===== src/design/bdas_pkg.sv =====
// Shared types and constants for the button debouncer and axis smoother.
`default_nettype none
package bdas_pkg;

    localparam int unsigned SAMPLE_W  = 10;
    localparam int unsigned PERIOD_W  = 10;
    localparam int unsigned AXIS_W    = 8;
    localparam int unsigned CFG_IDX_W = 1;

    localparam logic [PERIOD_W-1:0] CNT_MAX              = 10'd1023;
    localparam logic [PERIOD_W-1:0] SAMPLE_PERIOD_RESET   = 10'd20;
    localparam logic [PERIOD_W-1:0] DEBOUNCE_PERIOD_RESET = 10'd40;

    // Configuration register indexes
    localparam logic [CFG_IDX_W-1:0] CFG_SAMPLE_PERIOD   = 1'b0;
    localparam logic [CFG_IDX_W-1:0] CFG_DEBOUNCE_PERIOD = 1'b1;

    // Click latch states
    typedef enum logic [1:0] {
        LATCH_RELEASED = 2'd0,
        LATCH_UNREAD   = 2'd1,
        LATCH_READ     = 2'd2
    } t_latch;

    // Input beat
    typedef struct packed {
        logic                menu_level;
        logic                joy_level;
        logic [SAMPLE_W-1:0] lr_sample;
        logic [SAMPLE_W-1:0] ud_sample;
        logic                read_menu_click;
        logic                read_joy_click;
    } t_in;

    // Result beat
    typedef struct packed {
        logic                     menu_pressed;
        logic                     joy_pressed;
        logic                     menu_click;
        logic                     joy_click;
        logic signed [AXIS_W-1:0] lr_value;
        logic signed [AXIS_W-1:0] ud_value;
    } t_out;

    // Item after the input register: axes already mapped
    typedef struct packed {
        logic                     menu_level;
        logic                     joy_level;
        logic signed [AXIS_W-1:0] lr_mapped;
        logic signed [AXIS_W-1:0] ud_mapped;
        logic                     read_menu_click;
        logic                     read_joy_click;
    } t_s1;

    // Request to one button unit
    typedef struct packed {
        logic step;
        logic debounce;
        logic level;
        logic read;
    } t_btn_req;

    // Response from one button unit
    typedef struct packed {
        logic pressed;
        logic click;
    } t_btn_res;

endpackage
`default_nettype wire


===== src/design/bdas_axis_map.sv =====
// Maps a 10-bit axis sample to -127..127 as (x*254)/1023 - 127.
`default_nettype none
module bdas_axis_map (
    input  wire logic [bdas_pkg::SAMPLE_W-1:0]      i_sample,
    output logic signed [bdas_pkg::AXIS_W-1:0]      o_mapped
);
    import bdas_pkg::*;

    logic [17:0] prod;
    logic [18:0] est_sum;
    logic [7:0]  q_est;
    logic [17:0] q_back;
    logic [17:0] rem;
    logic [7:0]  q;
    logic signed [8:0] centered;

    // Scale by 254 with shifts
    assign prod = {i_sample, 8'b0} - {7'b0, i_sample, 1'b0};

    // Estimate quotient by 1023 from 1/1024 + 1/1024^2; low by at most one
    assign est_sum = {1'b0, prod} + {11'b0, prod[17:10]};
    assign q_est   = est_sum[17:10];

    // Correct with one compare and subtract
    assign q_back = {q_est, 10'b0} - {10'b0, q_est};
    assign rem    = prod - q_back;
    assign q      = (rem >= 18'd1023) ? (q_est + 8'd1) : q_est;

    // Center around zero
    assign centered = $signed({1'b0, q}) - 9'sd127;
    assign o_mapped = centered[AXIS_W-1:0];

endmodule
`default_nettype wire


===== src/design/bdas_button.sv =====
// Debounce and click latch state for one active-low button.
`default_nettype none
module bdas_button (
    input  wire logic               i_clk,
    input  wire logic               i_rst_n,
    input  wire bdas_pkg::t_btn_req i_req,
    output bdas_pkg::t_btn_res      o_res
);
    import bdas_pkg::*;

    logic   r_prev;
    logic   r_stable;
    t_latch r_latch;
    logic   n_prev;
    logic   n_stable;
    t_latch n_latch;
    logic   click;

    // Debounce first, then serve the read request
    always_comb begin
        n_prev   = r_prev;
        n_stable = r_stable;
        n_latch  = r_latch;
        click    = 1'b0;
        if (i_req.debounce) begin
            if (i_req.level == r_prev) begin
                n_stable = r_prev;
                if (r_prev) begin
                    n_latch = LATCH_RELEASED;
                end else if (r_latch == LATCH_RELEASED) begin
                    n_latch = LATCH_UNREAD;
                end
            end
            n_prev = i_req.level;
        end
        if (i_req.read && !n_stable && n_latch == LATCH_UNREAD) begin
            n_latch = LATCH_READ;
            click   = 1'b1;
        end
    end

    assign o_res.pressed = !n_stable;
    assign o_res.click   = click;

    // Advance state once per item
    always_ff @(posedge i_clk) begin
        if (!i_rst_n) begin
            r_prev   <= 1'b1;
            r_stable <= 1'b1;
            r_latch  <= LATCH_RELEASED;
        end else if (i_req.step) begin
            r_prev   <= n_prev;
            r_stable <= n_stable;
            r_latch  <= n_latch;
        end
    end

endmodule
`default_nettype wire


===== src/design/button_debounce_and_axis_smoother_top.sv =====
// Top level: two-stage debouncer, click latch and axis smoother.
//
// Usage: each input beat is one millisecond tick carrying two raw button
// levels (0 = pressed), two 10-bit axis samples and two click read requests.
// Every tick gives exactly one result beat: debounced pressed flags, click
// flags and two smoothed axis values in -127..127.
// Path: an accepted beat sits in the input register, then moves into the
// result register, where it shows on the output; a stalled output holds it
// back in the input register.
// Throughput: one beat per cycle, sustained while the output is not stalled,
// set by the single state update in the second stage.
// Reset (synchronous, active low): both periods return to 20 and 40 ticks,
// counters and averages clear, buttons read as released, both stages empty.
// Stall: while the result register holds a stalled beat, the second stage
// freezes; the input register still takes one more beat if it is empty,
// then o_in_stall rises until the result is taken.
// Configuration: write i_cfg_data to register i_cfg_idx with i_cfg_we high;
// write only while no beats are in flight.
`default_nettype none
module button_debounce_and_axis_smoother_top (
    input  wire logic                              i_clk,
    input  wire logic                              i_rst_n,
    input  wire logic                              i_in_valid,
    output logic                                   o_in_stall,
    input  wire bdas_pkg::t_in                     i_in_data,
    output logic                                   o_out_valid,
    input  wire logic                              i_out_stall,
    output bdas_pkg::t_out                         o_out_data,
    input  wire logic                              i_cfg_we,
    input  wire logic [bdas_pkg::CFG_IDX_W-1:0]    i_cfg_idx,
    input  wire logic [bdas_pkg::PERIOD_W-1:0]     i_cfg_data
);
    import bdas_pkg::*;

    logic [PERIOD_W-1:0]      r_sample_period;
    logic [PERIOD_W-1:0]      r_debounce_period;
    logic [PERIOD_W-1:0]      r_since_sample;
    logic [PERIOD_W-1:0]      r_since_debounce;
    logic [PERIOD_W-1:0]      n_since_sample;
    logic [PERIOD_W-1:0]      n_since_debounce;
    logic [PERIOD_W-1:0]      inc_sample;
    logic [PERIOD_W-1:0]      inc_debounce;
    logic signed [AXIS_W-1:0] r_lr_avg;
    logic signed [AXIS_W-1:0] r_ud_avg;
    logic signed [AXIS_W-1:0] n_lr_avg;
    logic signed [AXIS_W-1:0] n_ud_avg;
    logic signed [AXIS_W-1:0] lr_mapped;
    logic signed [AXIS_W-1:0] ud_mapped;
    logic signed [AXIS_W:0]   lr_sum;
    logic signed [AXIS_W:0]   ud_sum;
    logic signed [AXIS_W:0]   lr_half;
    logic signed [AXIS_W:0]   ud_half;
    logic                     r_s1_valid;
    t_s1                      r_s1;
    logic                     r_out_valid;
    t_out                     r_out;
    logic                     advance;
    logic                     s1_load;
    logic                     step;
    logic                     sample_tick;
    logic                     debounce_tick;
    t_btn_req                 menu_req;
    t_btn_req                 joy_req;
    t_btn_res                 menu_res;
    t_btn_res                 joy_res;

    // Handshake: result register moves unless held, input register refills
    assign advance    = !(r_out_valid && i_out_stall);
    assign s1_load    = advance || !r_s1_valid;
    assign o_in_stall = !s1_load;
    assign step       = advance && r_s1_valid;

    // Configuration registers
    always_ff @(posedge i_clk) begin
        if (!i_rst_n) begin
            r_sample_period   <= SAMPLE_PERIOD_RESET;
            r_debounce_period <= DEBOUNCE_PERIOD_RESET;
        end else if (i_cfg_we) begin
            case (i_cfg_idx)
                CFG_SAMPLE_PERIOD:   r_sample_period   <= i_cfg_data;
                CFG_DEBOUNCE_PERIOD: r_debounce_period <= i_cfg_data;
                default: ;
            endcase
        end
    end

    // Stage one: map both axes
    bdas_axis_map u_lr_map (
        .i_sample (i_in_data.lr_sample),
        .o_mapped (lr_mapped)
    );

    bdas_axis_map u_ud_map (
        .i_sample (i_in_data.ud_sample),
        .o_mapped (ud_mapped)
    );

    always_ff @(posedge i_clk) begin
        if (!i_rst_n) begin
            r_s1_valid <= 1'b0;
        end else if (s1_load) begin
            r_s1_valid <= i_in_valid;
        end
    end

    always_ff @(posedge i_clk) begin
        if (s1_load && i_in_valid) begin
            r_s1.menu_level      <= i_in_data.menu_level;
            r_s1.joy_level       <= i_in_data.joy_level;
            r_s1.lr_mapped       <= lr_mapped;
            r_s1.ud_mapped       <= ud_mapped;
            r_s1.read_menu_click <= i_in_data.read_menu_click;
            r_s1.read_joy_click  <= i_in_data.read_joy_click;
        end
    end

    // Stage two: saturating tick counters and period checks
    always_comb begin
        inc_sample    = (r_since_sample < CNT_MAX) ? r_since_sample + 1'b1 : r_since_sample;
        inc_debounce  = (r_since_debounce < CNT_MAX) ? r_since_debounce + 1'b1
                                                     : r_since_debounce;
        sample_tick   = inc_sample >= r_sample_period;
        debounce_tick = sample_tick && (inc_debounce >= r_debounce_period);
        n_since_sample   = sample_tick ? '0 : inc_sample;
        n_since_debounce = debounce_tick ? '0 : inc_debounce;
    end

    // Average with stored value, halve toward zero
    always_comb begin
        lr_sum  = $signed({r_lr_avg[AXIS_W-1], r_lr_avg})
                + $signed({r_s1.lr_mapped[AXIS_W-1], r_s1.lr_mapped});
        ud_sum  = $signed({r_ud_avg[AXIS_W-1], r_ud_avg})
                + $signed({r_s1.ud_mapped[AXIS_W-1], r_s1.ud_mapped});
        lr_half = (lr_sum + $signed({{AXIS_W{1'b0}}, lr_sum[AXIS_W]})) >>> 1;
        ud_half = (ud_sum + $signed({{AXIS_W{1'b0}}, ud_sum[AXIS_W]})) >>> 1;
        n_lr_avg = sample_tick ? lr_half[AXIS_W-1:0] : r_lr_avg;
        n_ud_avg = sample_tick ? ud_half[AXIS_W-1:0] : r_ud_avg;
    end

    always_ff @(posedge i_clk) begin
        if (!i_rst_n) begin
            r_since_sample   <= '0;
            r_since_debounce <= '0;
            r_lr_avg         <= '0;
            r_ud_avg         <= '0;
        end else if (step) begin
            r_since_sample   <= n_since_sample;
            r_since_debounce <= n_since_debounce;
            r_lr_avg         <= n_lr_avg;
            r_ud_avg         <= n_ud_avg;
        end
    end

    // Buttons
    assign menu_req.step     = step;
    assign menu_req.debounce = step && debounce_tick;
    assign menu_req.level    = r_s1.menu_level;
    assign menu_req.read     = r_s1.read_menu_click;

    assign joy_req.step      = step;
    assign joy_req.debounce  = step && debounce_tick;
    assign joy_req.level     = r_s1.joy_level;
    assign joy_req.read      = r_s1.read_joy_click;

    bdas_button u_menu (
        .i_clk   (i_clk),
        .i_rst_n (i_rst_n),
        .i_req   (menu_req),
        .o_res   (menu_res)
    );

    bdas_button u_joy (
        .i_clk   (i_clk),
        .i_rst_n (i_rst_n),
        .i_req   (joy_req),
        .o_res   (joy_res)
    );

    // Result register
    always_ff @(posedge i_clk) begin
        if (!i_rst_n) begin
            r_out_valid <= 1'b0;
        end else if (advance) begin
            r_out_valid <= r_s1_valid;
        end
    end

    always_ff @(posedge i_clk) begin
        if (step) begin
            r_out.menu_pressed <= menu_res.pressed;
            r_out.joy_pressed  <= joy_res.pressed;
            r_out.menu_click   <= menu_res.click;
            r_out.joy_click    <= joy_res.click;
            r_out.lr_value     <= n_lr_avg;
            r_out.ud_value     <= n_ud_avg;
        end
    end

    assign o_out_valid = r_out_valid;
    assign o_out_data  = r_out;

endmodule
`default_nettype wire


===== config.mk =====
export PLATFORM = sky130hd
export DESIGN_NAME = button_debounce_and_axis_smoother_top
export DESIGN_NICKNAME = d
export VERILOG_FILES = /design/src/design/bdas_pkg.sv /design/src/design/bdas_axis_map.sv /design/src/design/bdas_button.sv /design/src/design/button_debounce_and_axis_smoother_top.sv
export SDC_FILE = /design/constraint.sdc
export NUM_CORES = 1
export LEC_CHECK = 0
export BUFFER_PORTS_ARGS = -buffer_cell sky130_fd_sc_hd__buf_4
export CORE_AREA = 2 2 197 180
export CTS_BUF_LIST = sky130_fd_sc_hd__clkbuf_8
export DETAILED_ROUTE_END_ITERATION = 16
export DIE_AREA = 0 0 199 182
export HOLD_SLACK_MARGIN = 0.1
export SLEW_MARGIN = 20
export SYNTH_ARGS = -nofsm -noshare
export SYNTH_HDL_FRONTEND = slang
export SYNTH_SLANG_ARGS = --single-unit

===== constraint.sdc =====
create_clock -name i_clk -period 12.2 [get_ports i_clk]
set_input_delay 2.44 -clock i_clk [delete_from_list [all_inputs] [get_ports i_clk]]
set_output_delay 2.44 -clock i_clk [all_outputs]
set_load 0.01 [all_outputs]

### Yosys cells after proc, flatten, opt, wreduce, memory -nomap -nowiden

Cells that the tools add are included.

| cells by class | value |
|---|---|
| reduce and logical (&&, ||, !) cells | 20 |
| equality and inequality tests | 4 |
| add/subtract/negate cells | 18 |
| bitwise logic cells | 1 |
| order comparisons | 6 |
| mux-type cells | 24 |

Operator list:

| cell | number |
|---|---|
| 10-bit two-way mux | 4 |
| 18-bit by 8-bit adder with 18-bit output | 2 |
| 18-bit by 10-bit greater-or-equal comparator with 1-bit output (second input constant) | 2 |
| 18-bit by 11-bit subtractor with 18-bit output | 2 |
| 18-bit subtractor | 2 |
| 18-bit by 8-bit subtractor with 18-bit output | 2 |
| 8-bit two-way mux | 4 |
| 10-bit by 1-bit adder with 10-bit output (second input constant) | 2 |
| 10-bit greater-or-equal comparator | 2 |
| 10-bit < comparator (second input constant) | 2 |
| 2-bit two-way mux | 10 |
| 8-bit by 8-bit adder with 9-bit output | 2 |
| 9-bit by 2-bit adder with 9-bit output | 2 |
| 8-bit by 1-bit adder with 8-bit output (second input constant) | 2 |
| 8-bit by 7-bit subtractor with 8-bit output (second input constant) | 2 |
| 1-bit logical AND | 9 |
| 1-bit two-way mux | 6 |
| 2-bit AND reduction | 3 |
| 1-bit logical NOT | 5 |
| 2-bit by 1-bit equality test with 1-bit output (second input constant) | 2 |
| 2-bit logical NOT | 2 |
| 1-bit equality test | 2 |
| 1-bit logical OR | 1 |
| 1-bit inverter | 1 |

| storage, ports and cells | value |
|---|---|
| bits in registers | 106 |

### Logic depth before layout (Yosys ltp)

| logic depth | value |
|---|---|
| depth in word-level cells | 10 |
| mapped depth | 38 |
| depth with buffers taken out | 37 |

### Cells and area by module

From an unflattened synthesis, not the netlist that was laid out.

| unflattened totals | value |
|---|---|
| cell total of the unflattened synthesis | 1306 |
| area, all modules | 10670.2 um^2 |

By module, submodules not included:

| module | area each (um^2) | cells each | times used | sequential area each (um^2) |
|---|---|---|---|---|
| button_debounce_and_axis_smoother_top | 5604.1 | 615 | 1 | 2362.3 |
| bdas_axis_map (u_lr_map) | 2399.8 | 334 | 1 | 0.0 |
| bdas_axis_map (u_ud_map) | 2190.9 | 299 | 1 | 0.0 |
| bdas_button | 237.7 | 29 | 2 | 80.1 |

### Worst setup path after synthesis

OpenSTA, ideal clock, no wires.

| timing path | value |
|---|---|
| path kind | input to register |
| from | input port i_in_data[20] in the netlist's numbering |
| to | register r_s1[14] in the netlist's numbering (data pin) |
| setup time | 0.258 ns |
| cell stages on the path | 35 |
| setup slack | 2.621 ns |
| arrival time | 9.321 ns |
| data required time | 11.942 ns |
| cells stage by stage | inv_1 > ha_1 > buf_6 > a21o_1 > a2111oi_2 > mux2i_1 > inv_1 > ha_1 > a21o_1 > a21oi_1 > o221a_2 > a211o_1 > a21oi_1 > and3_1 > ha_1 > clkbuf_1 > inv_1 > ha_1 > inv_1 > fa_1 > a21oi_1 > o22ai_1 > a211o_1 > a31oi_1 > o21ai_0 > a31o_2 > xor2_2 > nand2_1 > xor2_1 > ha_1 > inv_1 > nand2_1 > a2bb2oi_1 > o22ai_1 > xnor2_1 |

| between the ends | value |
|---|---|
| cells in the longest elaborated chain, start to end | 7 |

RTL lines:

| element | RTL line | source |
|---|---|---|
| start: declaration | button_debounce_and_axis_smoother_top.sv:25 | `input wire bdas_pkg::t_in i_in_data,` |
| 18-bit by 11-bit subtractor with 18-bit output (*) | bdas_axis_map.sv:18 | `assign prod = {i_sample, 8'b0} - {7'b0, i_sample, 1'b0};` |
| 18-bit by 8-bit adder with 18-bit output | bdas_axis_map.sv:21 | `assign est_sum = {1'b0, prod} + {11'b0, prod[17:10]};` |
| 18-bit by 8-bit subtractor with 18-bit output | bdas_axis_map.sv:25 | `assign q_back = {q_est, 10'b0} - {10'b0, q_est};` |
| 18-bit subtractor | bdas_axis_map.sv:26 | `assign rem = prod - q_back;` |
| 18-bit by 10-bit greater-or-equal comparator with 1-bit output | bdas_axis_map.sv:27 | `assign q = (rem >= 18'd1023) ? (q_est + 8'd1) : q_est;` |
| 8-bit two-way mux (*) | bdas_axis_map.sv:27 |  |
| 8-bit by 7-bit subtractor with 8-bit output (*) | bdas_axis_map.sv:30 | `assign centered = $signed({1'b0, q}) - 9'sd127;` |
| via lr_mapped[4] | button_debounce_and_axis_smoother_top.sv:47 | `logic signed [AXIS_W-1:0] lr_mapped;` |
| end: declaration | button_debounce_and_axis_smoother_top.sv:54 | `t_s1 r_s1;` |

The timed path passes the listed nets; every way through them passes the cells marked *.
A chain may end at the register's enable or synchronous reset.

### Worst setup path in the final report

| timing path | value |
|---|---|
| from | input port i_in_data[10] in the netlist's numbering |
| to | register r_s1[6] in the netlist's numbering (data pin) |

| between the ends | value |
|---|---|
| cells in the longest elaborated chain, start to end | 7 |

RTL lines:

| element | RTL line | source |
|---|---|---|
| 18-bit by 11-bit subtractor with 18-bit output (*) | bdas_axis_map.sv:18 |  |
| 18-bit by 8-bit adder with 18-bit output | bdas_axis_map.sv:21 |  |
| 18-bit by 8-bit subtractor with 18-bit output | bdas_axis_map.sv:25 |  |
| 18-bit subtractor | bdas_axis_map.sv:26 |  |
| 18-bit by 10-bit greater-or-equal comparator with 1-bit output | bdas_axis_map.sv:27 |  |
| 8-bit two-way mux (*) | bdas_axis_map.sv:27 |  |
| 8-bit by 7-bit subtractor with 8-bit output (*) | bdas_axis_map.sv:30 |  |
| via u_ud_map.centered[4] | bdas_axis_map.sv:15 | `logic signed [8:0] centered;` |

Marked as above.

==> metrics.txt <==
worst path required time=12.42 ns; Die Wd=199 µm; first-pass GRT wire length=40.1 mm; Synth cell types=92; worst slew pin tran=0.973 ns; main flop type after synthesis=dfxtp_1; biggest area consumer among synthesized cells=ha_1; HPWL Detailed=18.8 mm; crit-path max cell delay=0.49 ns; share of layout cells above drive strength 1=0.0931; TritonCTS clock tree=built; Initial Util=0.295; Crit Path Class=input pin to register; max-cap viol count=0; Post-synth ARST share=0; Avg WL per Cell=13.6 µm; HP Class=register to register; Leakage=4.70 nW; Clock Latency Late Sink=0.39 ns; #FFs+latches synth=106; core area=34400 µm²; fill cell count=3627; antenna-violating nets left=0; DR vias/cell=5.01; final clock skew=0.0111 ns; Syn. warnings=0; number of vias in the routed layout=8911; # DRC=0; cell area after synthesis=10100 µm²; Iter 0 DRT Violations=438; clock-pin slew on the worst setup and hold paths=0.11 ns; fmax=98.4 MHz; n_diodes=0; CTS Root Cell=clkbuf_8; P&R area growth vs syn=10.8%; clock sinks=106; WHS=0.464 ns; number of synthesized flops with an enable pin=40; total clock buffers created by CTS=9; largest net degree at the start of global routing=56; Pwr Total=1.14 mW; max_slew headroom=0.349; RD Place Congestion=0.899; RSZ-0062 raised after global routing=false; Die Y=182 µm; CTS resizes=0; Synth area leaders=ha_1 (14%), dfxtp_1 (13%), edfxtp_1 (12%), xnor2_1 (6.9%), a21oi_1 (5.8%); WP data arrival=10.39 ns; gr ovfl total=0; Synth Area per Inst=7.99 µm²; NumNets Final=1466; final setup vio count=0; total track usage=0.133; status=finished clean; Worst Path Buf+Inv=4; syn nets=1429; vias in the first global route=8347; Power Dens Cells=102 nW/µm²; Routed WL=24.1 mm; IO Count=62; initial antenna violation count=0; Setup crit start kind=input pin; worst-path maximum fanout=12; Hold-fix buffers, CTS=0; placed insts=1764; max-slew violation count=0; Critical Path Slowest Stage Cell=xnor2_1; row cnt=65; port bufs=61; Setup crit end kind=register; non-filler cells, final=1780; postcts setup bufs=0; post-layout min period=10.17 ns; period utilization=0.833; CP most frequent cell=ha_1; post-synthesis sequential area ratio=0.249; Longest Clk Path Bufs=2; Reg2Reg Setup Slack=7.52 ns; CP delay by family, top=compound AO/OA/AOI/OAI gates; H-tree levels=3; DIE AREA=36200 µm²; VDD IR max=0.0578 mV; cells after synthesis=1269; setup_tns=0 ns; Yosys top cell area share=0.143; drt first pass iters=7; Final Hold Viols=0
==> worst register-to-register path, delay by kind of cell (launching register included) <==
kind                     cells  cell delay [ns]
AND/OR/NAND/NOR              8             1.80
AO/OA/AOI/OAI                6             1.42
multiplexers                 1             0.43
flip-flops                   1             0.43
adder cells (fa/ha/maj)      2             0.46
==> cells in the mapped netlist, drive strengths merged (13+ instances only) <==
cell and count:
dfxtp 66, xnor2 82, xor2 25, nand2 139, nand4 17, a21oi 118, nor2b 18, ha 116
and2 24, inv 130, a211oi 13, a21o 24, a31oi 17, clkbuf 30, and3 19, nor2 89
edfxtp 40, o21ai 52, nand2b 18, nand3 39, nor3 20
==> power by group <==
group          switching (mW)  leakage, nW  total, mW  internal (mW)
sequential             0.0111        0.928      0.406          0.395
clock                   0.133       0.0895      0.215         0.0821
combinational           0.308         3.68      0.524          0.216
total                   0.452         4.70       1.14          0.693
==> cell families after synthesis <==
group           Yosys count  synth area share
buf+inv                 169            0.0653
xor+xnor                109            0.0992
simple gates            421             0.205
flops                   106             0.249
mux                      17            0.0180
compound gates          327             0.213
fa+ha+maj               120             0.151
==> state kept, by name (all words and copies together) (netlist names), 2 cells and up <==
name / cells
o_out_data: 20
r_s1: 16
r_debounce_period: 10
r_sample_period: 10
r_since_debounce: 10
r_since_sample: 10
r_lr_avg: 8
r_ud_avg: 8
joy_req: 2
menu_req: 2
u_joy.r_latch: 2
u_menu.r_latch: 2
==> final timing paths <==
| kind | cells past startpoint | endpoint | from |
|---|---|---|---|
| setup / recovery | 33 | r_s1[6]$_DFFE_PP_ | i_in_data[10] |
| hold / removal | 2 | r_sample_period[1]$_SDFFE_PN0P_ | r_sample_period[1]$_SDFFE_PN0P_ |
| setup reg to reg | 17 | o_out_data[17]$_DFFE_PP_ | r_since_debounce[0]$_SDFFE_PN0P_ |
| hold reg to reg | 2 | r_sample_period[1]$_SDFFE_PN0P_ | r_sample_period[1]$_SDFFE_PN0P_ |
==> cell type report <==
type / instances / area [µm²] / area share
tap: 469 / 587 / 0.0522
inverter: 131 / 492 / 0.0438
clock inverter: 6 / 50.0 / 0.00445
multi-input combinational: 994 / 6970 / 0.620
clock buffer: 10 / 138 / 0.0122
sequential: 106 / 2520 / 0.224
timing repair buffer: 64 / 480 / 0.0428
==> metrics by stage <==
stage	area (µm²)	util	setup WS (ns)
floorplan	10100	-	2.62
global placement	11000	0.321	1.93
detailed placement	11000	0.321	1.66
CTS	11200	0.327	2.05
global route	11200	0.327	1.17
finish	11200	0.327	2.03
==> cell usage in the layout (no fill, tap or decap), types with 7 or more instances in the layout <==
| cell | instances |
|---|---|
| nand2_1 | 139 |
| nand4_1 | 17 |
| dfxtp_1 | 66 |
| clkbuf_8 | 10 |
| nand3_1 | 39 |
| a211oi_1 | 10 |
| buf_4 | 64 |
| o31ai_1 | 9 |
| nor4_1 | 9 |
| nand2b_1 | 18 |
| o21bai_1 | 9 |
| a31oi_1 | 17 |
| a21oi_1 | 117 |
| mux2i_1 | 7 |
| ha_1 | 116 |
| xnor2_1 | 80 |
| edfxtp_1 | 40 |
| nor2_1 | 89 |
| xor2_1 | 24 |
| nor2b_1 | 17 |
| inv_1 | 128 |
| and2_1 | 24 |
| a21o_1 | 24 |
| o211ai_1 | 12 |
| mux2_2 | 10 |
| o21ai_0 | 51 |
| and3_1 | 19 |
| nor3_1 | 19 |
==> metal layers <==
metal | GRT usage | wire length [µm]
met2 | 0.214 | 10700
met4 | 0.0290 | 342
met5 | 0 | 0
met1 | 0.190 | 12200
met3 | 0.0162 | 970
(Power assumes the default switching activity.)
